**src/rtl/core/cds_pkg.sv**
```systemverilog
// ----------------------------------------------------------------------------
// cds_pkg
// Shared types, constants and calendar helpers for the date stepper.
// ----------------------------------------------------------------------------
package cds_pkg;

    localparam int DAY_W   = 5;
    localparam int MONTH_W = 4;
    localparam int YEAR_W  = 14;
    localparam int COUNT_W = 16;

    localparam logic [DAY_W-1:0]   RESET_DAY   = 5'd1;
    localparam logic [MONTH_W-1:0] RESET_MONTH = 4'd1;
    localparam logic [YEAR_W-1:0]  RESET_YEAR  = 14'd1900;

    localparam logic [MONTH_W-1:0] MONTHS_PER_YEAR = 4'd12;

    // 25 * INV25 == 1 mod 2**14, so y is a multiple of 25 exactly when
    // y * INV25 (mod 2**14) lands at or below floor((2**14 - 1) / 25)
    localparam logic [YEAR_W-1:0] INV25     = 14'd7209;
    localparam logic [YEAR_W-1:0] DIV25_MAX = 14'd655;

    typedef enum logic [1:0] {
        KIND_SET  = 2'd0,
        KIND_FWD  = 2'd1,
        KIND_BACK = 2'd2
    } kind_t;

    typedef enum logic {
        ST_IDLE = 1'b0,
        ST_WORK = 1'b1
    } state_t;

    typedef struct packed {
        logic [DAY_W-1:0]   day;
        logic [MONTH_W-1:0] month;
        logic [YEAR_W-1:0]  year;
    } date_t;

    function automatic logic is_leap(input logic [YEAR_W-1:0] y);
        logic [2*YEAR_W-1:0] prod;
        logic                div25;
        prod  = (2*YEAR_W)'(y) * (2*YEAR_W)'(INV25);
        div25 = (prod[YEAR_W-1:0] <= DIV25_MAX);
        // multiple of 4, and either not of 100 or also of 400
        return (y[1:0] == 2'b00) && (!div25 || (y[3:0] == 4'b0000));
    endfunction

    function automatic logic [DAY_W-1:0] month_days(input logic [MONTH_W-1:0] m,
                                                    input logic leap);
        logic [DAY_W-1:0] len;
        case (m) inside
            4'd2:                   len = leap ? 5'd29 : 5'd28;
            4'd4, 4'd6, 4'd9, 4'd11: len = 5'd30;
            default:                len = 5'd31;
        endcase
        return len;
    endfunction

endpackage

```
**src/rtl/core/cds_day_unit.sv**
```systemverilog
// ----------------------------------------------------------------------------
// cds_day_unit
// Moves a date by one day forward or backward and gives the month length.
// ----------------------------------------------------------------------------
module cds_day_unit (
    input  cds_pkg::date_t                 cur,
    input  logic                           backward,
    output cds_pkg::date_t                 nxt,
    output logic [cds_pkg::DAY_W-1:0]      mlen
);
    import cds_pkg::*;

    logic               leap;
    logic [DAY_W-1:0]   prev_len;
    logic [MONTH_W-1:0] prev_month;

    assign leap       = is_leap(cur.year);
    assign mlen       = month_days(cur.month, leap);
    assign prev_month = cur.month - 4'd1;
    assign prev_len   = month_days(prev_month, leap);

    always_comb
    begin
        nxt = cur;
        if (!backward)
        begin
            if (cur.day >= mlen)
            begin
                nxt.day = 5'd1;
                if (cur.month >= MONTHS_PER_YEAR)
                begin
                    nxt.month = 4'd1;
                    nxt.year  = cur.year + 14'd1;
                end
                else
                begin
                    nxt.month = cur.month + 4'd1;
                end
            end
            else
            begin
                nxt.day = cur.day + 5'd1;
            end
        end
        else
        begin
            if (cur.day <= 5'd1)
            begin
                if (cur.month <= 4'd1)
                begin
                    // into december of the year before
                    nxt.month = MONTHS_PER_YEAR;
                    nxt.year  = cur.year - 14'd1;
                    nxt.day   = month_days(MONTHS_PER_YEAR, 1'b0);
                end
                else
                begin
                    nxt.month = prev_month;
                    nxt.day   = prev_len;
                end
            end
            else
            begin
                nxt.day = cur.day - 5'd1;
            end
        end
    end

endmodule

```
**src/rtl/core/calendar_date_stepper.sv**
```systemverilog
// ----------------------------------------------------------------------------
// calendar_date_stepper
// Gregorian date register with validated set and saturating day stepping.
// ----------------------------------------------------------------------------
// An item is taken while the block is idle and worked in the work state. A set
// item is checked there and its result loaded into the output register. A step
// item of n days moves the date one day per cycle through a single day-step
// unit, its last day waiting while the output is stalled; the step ends early
// when it saturates at 1 january of MIN_YEAR or 31 december of MAX_YEAR. The
// input is stalled while an item is being worked; it is open again as soon as
// the result is in the output register, and a result held by a stalled output
// delays only the finish of the following item.
module calendar_date_stepper #(
    parameter int MIN_YEAR = 1900,
    parameter int MAX_YEAR = 9999
) (
    input  logic                          clk,
    input  logic                          rst_n,
    input  logic                          in_valid,
    output logic                          in_stall,
    input  logic [1:0]                    kind,
    input  logic [cds_pkg::DAY_W-1:0]     new_day,
    input  logic [cds_pkg::MONTH_W-1:0]   new_month,
    input  logic [cds_pkg::YEAR_W-1:0]    new_year,
    input  logic [cds_pkg::COUNT_W-1:0]   step_count,
    output logic                          out_valid,
    input  logic                          out_stall,
    output logic [cds_pkg::DAY_W-1:0]     day_out,
    output logic [cds_pkg::MONTH_W-1:0]   month_out,
    output logic [cds_pkg::YEAR_W-1:0]    year_out,
    output logic                          ok
);
    import cds_pkg::*;

    localparam logic [YEAR_W-1:0] MIN_Y = YEAR_W'(MIN_YEAR);
    localparam logic [YEAR_W-1:0] MAX_Y = YEAR_W'(MAX_YEAR);

    state_t             state_reg, state_next;
    date_t              cur_reg, cur_next;
    date_t              set_reg;
    logic [1:0]         kind_reg;
    logic [COUNT_W-1:0] cnt_reg, cnt_next;

    logic               out_valid_reg, out_valid_next;
    date_t              out_date_reg;
    logic               ok_reg;

    date_t              unit_in, unit_out;
    logic [DAY_W-1:0]   unit_mlen;
    logic               at_floor, at_ceiling, at_limit;
    logic               set_good;
    logic               can_finish;
    logic               finish;
    logic               fin_ok;
    logic               out_load;
    logic               accept;

    assign accept     = in_valid && !in_stall;
    assign can_finish = !out_valid_reg || !out_stall;

    // the shared unit sees the requested date for a set, the held date otherwise
    assign unit_in = (kind_reg == KIND_SET) ? set_reg : cur_reg;

    cds_day_unit u_day (
        .cur      (unit_in),
        .backward (kind_reg == KIND_BACK),
        .nxt      (unit_out),
        .mlen     (unit_mlen)
    );

    assign at_floor   = (cur_reg.year < MIN_Y) ||
                        ((cur_reg.year == MIN_Y) && (cur_reg.month <= 4'd1) &&
                         (cur_reg.day <= 5'd1));
    assign at_ceiling = (cur_reg.year > MAX_Y) ||
                        ((cur_reg.year == MAX_Y) && (cur_reg.month >= MONTHS_PER_YEAR) &&
                         (cur_reg.day >= 5'd31));
    assign at_limit   = (kind_reg == KIND_BACK) ? at_floor : at_ceiling;

    assign set_good = (set_reg.month >= 4'd1) && (set_reg.month <= MONTHS_PER_YEAR) &&
                      (set_reg.year >= MIN_Y) && (set_reg.year <= MAX_Y) &&
                      (set_reg.day >= 5'd1) && (set_reg.day <= unit_mlen);

    // work decision for the current cycle
    always_comb
    begin
        finish   = 1'b0;
        fin_ok   = 1'b0;
        cur_next = cur_reg;
        cnt_next = cnt_reg;
        if (state_reg == ST_WORK)
        begin
            case (kind_reg)
                KIND_SET:
                begin
                    finish = 1'b1;
                    fin_ok = set_good;
                    if (set_good && can_finish)
                        cur_next = set_reg;
                end
                KIND_FWD, KIND_BACK:
                begin
                    if (cnt_reg == '0)
                    begin
                        finish = 1'b1;
                        fin_ok = 1'b1;
                    end
                    else if (at_limit)
                    begin
                        finish = 1'b1;
                        fin_ok = 1'b0;
                    end
                    else if (cnt_reg == COUNT_W'(1))
                    begin
                        // last day: result shows the moved date
                        finish = 1'b1;
                        fin_ok = 1'b1;
                        if (can_finish)
                        begin
                            cur_next = unit_out;
                            cnt_next = '0;
                        end
                    end
                    else
                    begin
                        cur_next = unit_out;
                        cnt_next = cnt_reg - COUNT_W'(1);
                    end
                end
                default:
                begin
                    finish = 1'b1;
                    fin_ok = 1'b0;
                end
            endcase
        end
    end

    assign out_load = finish && can_finish;

    // next state
    always_comb
    begin
        state_next = state_reg;
        unique case (state_reg)
            ST_IDLE: if (accept)   state_next = ST_WORK;
            ST_WORK: if (out_load) state_next = ST_IDLE;
            default: state_next = ST_IDLE;
        endcase
    end

    // handshake outputs
    always_comb
    begin
        in_stall       = 1'b1;
        out_valid_next = out_valid_reg && out_stall;
        unique case (state_reg)
            ST_IDLE: in_stall = 1'b0;
            ST_WORK: if (out_load) out_valid_next = 1'b1;
            default: in_stall = 1'b1;
        endcase
    end

    always_ff @(posedge clk or negedge rst_n)
    begin
        if (!rst_n)
        begin
            state_reg     <= ST_IDLE;
            cur_reg.day   <= RESET_DAY;
            cur_reg.month <= RESET_MONTH;
            cur_reg.year  <= RESET_YEAR;
            out_valid_reg <= 1'b0;
        end
        else
        begin
            state_reg     <= state_next;
            cur_reg       <= cur_next;
            out_valid_reg <= out_valid_next;
        end
    end

    // item and result payload
    always_ff @(posedge clk)
    begin
        if (accept)
        begin
            kind_reg      <= kind;
            set_reg.day   <= new_day;
            set_reg.month <= new_month;
            set_reg.year  <= new_year;
            cnt_reg       <= step_count;
        end
        else
        begin
            cnt_reg <= cnt_next;
        end
        if (out_load)
        begin
            out_date_reg <= cur_next;
            ok_reg       <= fin_ok;
        end
    end

    assign out_valid = out_valid_reg;
    assign day_out   = out_date_reg.day;
    assign month_out = out_date_reg.month;
    assign year_out  = out_date_reg.year;
    assign ok        = ok_reg;

    a_accept_starts_work: assert property (@(posedge clk) disable iff (!rst_n)
        accept |=> state_reg == ST_WORK)
        else $error("accepted item did not start work");

    a_date_sane: assert property (@(posedge clk) disable iff (!rst_n)
        (cur_reg.day >= 5'd1) && (cur_reg.month >= 4'd1) &&
        (cur_reg.month <= MONTHS_PER_YEAR))
        else $error("held date out of range");

    a_no_overwrite: assert property (@(posedge clk) disable iff (!rst_n)
        out_load |-> (!out_valid_reg || !out_stall))
        else $error("result overwritten while held");

endmodule
```
**config.mk**
```make
export PLATFORM = sky130hd
export DESIGN_NAME = calendar_date_stepper
export DESIGN_NICKNAME = d
export VERILOG_FILES = /design/src/rtl/core/cds_pkg.sv /design/src/rtl/core/cds_day_unit.sv /design/src/rtl/core/calendar_date_stepper.sv
export SDC_FILE = /design/constraint.sdc
export NUM_CORES = 1
export LEC_CHECK = 0
export ABC_AREA = 1
export BUFFER_PORTS_ARGS = -buffer_cell sky130_fd_sc_hd__buf_2
export CELL_PAD_IN_SITES_DETAIL_PLACEMENT = 1
export CELL_PAD_IN_SITES_GLOBAL_PLACEMENT = 1
export CORE_UTILIZATION = 48
export DETAILED_ROUTE_END_ITERATION = 10
export GPL_TIMING_DRIVEN = 0
export MAX_ROUTING_LAYER = met4
export PLACE_DENSITY_LB_ADDON = 0.1
export SYNTH_ARGS = -nofsm -noshare
export SYNTH_HDL_FRONTEND = slang
export SYNTH_HIERARCHICAL = 1
export SYNTH_SLANG_ARGS = --single-unit
```
**constraint.sdc**
```tcl
create_clock -name clk -period 15.9 [get_ports clk]
set_input_delay 4.77 -clock clk [delete_from_list [all_inputs] [get_ports clk]]
set_output_delay 4.77 -clock clk [all_outputs]
set_load 0.01 [all_outputs]
```
# Word level (Yosys, flattened, before mapping)
# Index checks and enable logic that the tools add are counted.
op_classes:
  addsub: 7
  n_mul: 1
  n_lt_le_gt_ge: 17
  eq_ne: 18
  mux: 44
  bitwise: 1
  reduce_logical: 31
ops:
  columns: ["operator", "n"]
  rows:
  - ["23-bit 2-to-1 mux", 8]
  - ["16-bit 2-to-1 mux", 7]
  - ["23-bit one-hot mux with 2 select lines", 1]
  - ["18-bit 2-to-1 mux", 2]
  - ["14-bit 2-to-1 mux", 2]
  - ["5-bit 2-to-1 mux", 4]
  - ["16-bit by 1-bit == test with 1-bit output (second input constant)", 1]
  - ["4-bit by 3-bit == test with 1-bit output (second input constant)", 4]
  - ["4-bit == test (second input constant)", 4]
  - ["16-bit logical NOT", 1]
  - ["1-bit 2-to-1 mux", 16]
  - ["16-bit by 1-bit subtractor with 16-bit output (second input constant)", 1]
  - ["14-bit by 1-bit adder with 14-bit output (second input constant)", 1]
  - ["14-bit by 11-bit == test with 1-bit output (second input constant)", 1]
  - ["14-bit == test (second input constant)", 1]
  - ["14-bit by 11-bit greater-or-equal comparator with 1-bit output (second input constant)", 1]
  - ["14-bit > comparator (second input constant)", 1]
  - ["14-bit by 10-bit <= comparator with 1-bit output (second input constant)", 1]
  - ["14-bit <= comparator (second input constant)", 1]
  - ["1-bit logical AND", 14]
  - ["14-bit by 11-bit less-than comparator with 1-bit output (second input constant)", 1]
  - ["14-bit by 13-bit multiplier with 14-bit output (second input constant)", 1]
  - ["14-bit by 1-bit subtractor with 14-bit output (second input constant)", 1]
  - ["5-bit by 1-bit <= comparator with 1-bit output (second input constant)", 2]
  - ["other kinds (30)", 42]
word_totals:
  regBits: 90
  in_bits: 45

# Logic depth before layout (Yosys ltp)
depth:
  ltp_word: 18
  ltp_mapped: 45

# Modules after synthesis
# Netlist, hierarchy kept.
modules_own_cells:
  columns: ["mod", "instances", "cells_each", "area_per_inst_um2"]
  rows:
  - ["calendar_date_stepper", 1, 740, 5441.5]
  - ["cds_day_unit", 1, 407, 2636.3]

# Worst setup path after synthesis
# No wires, ideal clock.
synth_path:
  kind: "input to register"
  from: "in out_stall"
  to: "reg cnt_reg[0] (enable)"
  arrival_time_ns: 6.580
  setup_slack_ns: 8.905
  stages: 6
  path_cell_list: "nand2_1 -> inv_1 -> nand4_2 -> nand2_2 -> buf_2 -> o31ai_1"
synth_via:
  elab_chain_cells: 4
synth_rtl:
  columns: ["item", "line_no", "source"]
  rows:
  - ["from (decl)", "calendar_date_stepper.sv:27", "input logic out_stall,"]
  - ["1-bit logical NOT", "calendar_date_stepper.sv:59", "assign can_finish = !out_valid_reg || !out_stall;"]
  - ["1-bit logical OR", "calendar_date_stepper.sv:59", null]
  - ["3-bit inequality test (no source line)", null, null]
  - ["5-bit AND reduction (no source line)", null, null]
  - ["to (signal assigned)", "calendar_date_stepper.sv:190", "cnt_reg <= step_count;"]
  - ["to (signal assigned)", "calendar_date_stepper.sv:194", "cnt_reg <= cnt_next;"]
  - ["to (decl)", "calendar_date_stepper.sv:42", "logic [COUNT_W-1:0] cnt_reg, cnt_next;"]
# No other way between the ends.
# A chain may end at the register's enable or synchronous reset.

==> PnR_summary.wiki <==
{| class="wikitable"
! Metric !! Value
|-
| Synthesized area per cell || 7.04 µm²
|-
| Register-to-register setup slack || 7.60 ns
|-
| TritonCTS Buffers || 9
|-
| Worst Max-Slew Pin Slew || 1.36 ns
|-
| Netlist area before placement || between 0.008 and 0.009 mm²
|-
| Peak Freq || 121 MHz
|-
| Final setup slack of the worst path || around 7.6 ns
|-
| Via count of the first global-routing pass || 7953
|-
| Cells on worst reg2reg path || 39
|-
| Worst Hold Depth || 2
|-
| Sink of the worst hold path || cur_reg[6]$_DFF_PN1_
|-
| Met3 WL post-DR || between 700 and 800 µm
|-
| Worst reg2reg endpoint || year_out[2]$_DFFE_PN_
|-
| Number of remaining DRC errors || 0
|-
| Worst slack on hold paths || between 0.5 and 0.6 ns
|-
| Antenna-violating nets left || 0
|-
| Leading cell type in the layout, fill and taps excluded || sky130_fd_sc_hd__nand2_1
|-
| Total of cells resized after clock tree synthesis || 0
|-
| Max-Slew Margin vs Limit || under 10%
|-
| Total count of max-transition violations in the final report || 0
|-
| Sum of net half-perimeters after detailed placement || 19400 µm
|-
| Run status || finished, final reports clean
|-
| Clock insertion delay at the later pin of the skew report || 0.36 ns
|-
| Amount of wire on met2 after detailed routing || 11600 µm
|-
| Final routed wire length divided by cell count || 16.8 µm
|-
| Final setup vio count || 0
|-
| Top cell type's share of synthesized area || 24.2%
|-
| Count of max-cap constraint violations || 0
|-
| Hold/Removal Path Class || flop to flop
|-
| Layout-stage area growth over the synthesis result || 11.4%
|-
| Placeable Area || 0.0165 mm²
|-
| Starting utilization of the core area || around 49%
|-
| Final sum of negative setup slack || 0 ns
|-
| Largest area contributor in the synthesized netlist || sky130_fd_sc_hd__edfxtp_1
|-
| Number of register bits inferred by synthesis || 90
|-
| Fraction of synthesis flops using an asynchronous set or reset pin || around 28%
|-
| Antenna cells || 0
|-
| Number of sinks driven by the clock tree || 90
|-
| Count of buffer and inverter cells on the critical path || 9
|-
| CTS root buf || sky130_fd_sc_hd__clkbuf_16
|-
| Maximum number of pins on one net before global-route repair || 35
|-
| Worst setup path class || flop to flop
|-
| Initial antenna violation count || 0
|-
| Die Outline Area || approximately 0.017 mm²
|-
| RePlAce Congestion || 0.904
|-
| First DRT Iteration DRCs || 409
|-
| Number of setup buffers added after CTS || 0
|-
| H-tree depth || 3
|-
| Startpoint of the most critical register-to-register path || kind_reg[0]$_DFFE_PP_
|-
| Via/cell ratio || 5.23
|-
| Routed metal-1 wirelength || around 12000 µm
|-
| Ratio of cells with drive above 1 in the final layout || 13.1%
|-
| Synth top area cells || sky130_fd_sc_hd__edfxtp_1 (24%), sky130_fd_sc_hd__nand2_1 (13%), sky130_fd_sc_hd__ha_1 (9.9%)
|-
| Uppermost layer routed || met4
|-
| Clock-pin slew on the worst setup and hold paths || 0.07 ns
|-
| Global routing usage summed across all routing layers || 29.9%
|-
| CTS tree || yes
|-
| Die width || ~130 µm
|-
| Cell with the most instances on the worst path || sky130_fd_sc_hd__nand2_1
|-
| Worst path slowest cell || sky130_fd_sc_hd__fa_1
|-
| Seq/Total Area, Yosys || 32.0%
|-
| Cell type group with the largest total delay on the critical path || adder cells
|-
| Final Routed Wirelength || 24400 µm
|-
| Top FF cell, synth || sky130_fd_sc_hd__edfxtp_1
|-
| Site row count || 47
|-
| Data required, critical path || between 15 and 20 ns
|-
| Post-route cell area || 0.00900 mm²
|-
| Post-synth EDFFs || between 60 and 70
|-
| Origin of the worst min-delay path || cur_reg[6]$_DFF_PN1_
|-
| Count of buffers inserted at the top-level ports || 70
|-
| Global-route wire length before repair || roughly 40000 µm
|-
| GRT Residual Overflow || 0
|-
| Worst path max stage delay || just under 0.6 ns
|-
| Kind of launch point of the worst setup path || flop
|-
| Part of the cycle the worst path needs || 52.2%
|-
| Worst setup slack before clock tree synthesis || around 7.8 ns
|-
| First-pass iteration count of the detailed router || 4
|-
| Highest-count cells in the layout ignoring fill and taps || sky130_fd_sc_hd__nand2_1 (274), sky130_fd_sc_hd__nor2_1 (176), sky130_fd_sc_hd__inv_1 (174), sky130_fd_sc_hd__buf_2 (80), sky130_fd_sc_hd__nand3_1 (75)
|-
| Total placed instance area || 0.00873 mm²
|-
| Number of nets in the finished design || 1350
|-
| Die boundary height || 132 µm
|-
| Crit path DAT || 8.46 ns
|-
| Crit path capture type || flop
|-
| Maximum number of buffers from clock root to sink || 2
|-
| Cell count along the critical path || 39
|-
| RSZ-0062 raised after global routing || no
|-
| Final Hold Vio Count || 0
|-
| Number of different library cells in the post-synthesis netlist || 60
|-
| Boundary Pins || 71
|-
| Clock skew after layout || 0.0162 ns
|-
| Total of warnings raised by yosys || 6
|-
| Gate count after technology mapping || approximately 1.1k
|-
| Via total after detailed routing || 7606
|-
| Max FO, Critical Path || 10
|-
| Number of buffers inserted by hold repair at cts || 0
|-
| Min cycle time layout || 8.30 ns
|}
## cell usage after synthesis, types with 2 or more instances
cell and count:
sky130_fd_sc_hd__a211oi_1 2, sky130_fd_sc_hd__xnor2_1 6, sky130_fd_sc_hd__o21ai_1 6, sky130_fd_sc_hd__fa_1 11, sky130_fd_sc_hd__nor3_1 11, sky130_fd_sc_hd__o21ai_0 54
sky130_fd_sc_hd__dfrtp_1 16, sky130_fd_sc_hd__nor3_4 2, sky130_fd_sc_hd__xor2_1 20, sky130_fd_sc_hd__nor2_4 2, sky130_fd_sc_hd__clkinv_1 2, sky130_fd_sc_hd__buf_4 6
sky130_fd_sc_hd__o211ai_2 2, sky130_fd_sc_hd__o211ai_1 2, sky130_fd_sc_hd__buf_2 10, sky130_fd_sc_hd__ha_1 64, sky130_fd_sc_hd__o31ai_1 4, sky130_fd_sc_hd__or2_2 2
sky130_fd_sc_hd__buf_6 2, sky130_fd_sc_hd__nand4_1 7, sky130_fd_sc_hd__dfstp_2 9, sky130_fd_sc_hd__nor3_2 4, sky130_fd_sc_hd__a31oi_1 2, sky130_fd_sc_hd__buf_1 5
sky130_fd_sc_hd__inv_2 9, sky130_fd_sc_hd__nand3_1 75, sky130_fd_sc_hd__nand2_4 2, sky130_fd_sc_hd__nand2_2 8, sky130_fd_sc_hd__nor2_1 176, sky130_fd_sc_hd__o22ai_1 2
sky130_fd_sc_hd__nor2_2 3, sky130_fd_sc_hd__edfxtp_1 65, sky130_fd_sc_hd__nand3_2 3, sky130_fd_sc_hd__clkbuf_1 17, sky130_fd_sc_hd__nand2_1 274, sky130_fd_sc_hd__or2_1 2
sky130_fd_sc_hd__inv_1 174, sky130_fd_sc_hd__a21oi_1 64
## worst min-delay path, delay by kind of cell (launching register included)
kind             cells  cell delay [ns]
AO/OA/AOI/OAI        1             0.06
AND/OR/NAND/NOR      1             0.09
flip-flops           1             0.38
## how the worst max path moves through the flow
| stage | start | endpoint | slack [ns] |
|---|---|---|---|
| finish | kind_reg[0]$_DFFE_PP_ | year_out[2]$_DFFE_PN_ | 7.60 |
| detailed placement | kind_reg[0]$_DFFE_PP_ | year_out[2]$_DFFE_PN_ | 7.78 |
| global placement | kind_reg[0]$_DFFE_PP_ | year_out[2]$_DFFE_PN_ | 7.81 |
| floorplan | out_stall | cnt_reg[0]$_DFFE_PP_ | 8.91 |
| global route | kind_reg[0]$_DFFE_PP_ | year_out[2]$_DFFE_PN_ | 7.15 |
| CTS | kind_reg[0]$_DFFE_PP_ | year_out[2]$_DFFE_PN_ | 7.67 |
## through the flow
step,cells,util [%]
3_3_place_gp,1439,52.7
6_report,1455,54.5
4_1_cts,1455,54.5
2_1_floorplan,1149,-
5_1_grt,1455,54.5
3_5_place_dp,1439,52.8
## kinds of logic (layout without fill, tap and decap cells)
family	count (synthesis)	in the layout	synth area share, %
flops	90	90	32.0
buf+inv	228	314	11.3
fa+ha+maj	75	75	12.6
other cells	1	3	0.0464
simple gates	578	578	30.7
xor+xnor	27	27	3.02
compound gates	148	148	10.2
## metal layers
layer | GRT usage (%) | vias to the layer above
met2 | 49.2 | 152
met4 | 9.24 | 0
met1 | 39.0 | 3615
li1 | - | 3807
met3 | 2.58 | 32
met5 | - | -
## final cells by class
cell class,instances,area (µm²)
Fill cell,2256,7530
Multi-Input combinational cell,831,4600
Sequential cell,90,2590
Inverter,187,706
Timing Repair Buffer,70,350
Tap cell,220,275
Clock buffer,11,233
Buffer,41,206
Clock inverter,5,40.0
Power is left out: the tool's default activity adds up to more than one toggle a clock period on the data nets, which glitch-free logic cannot reach.
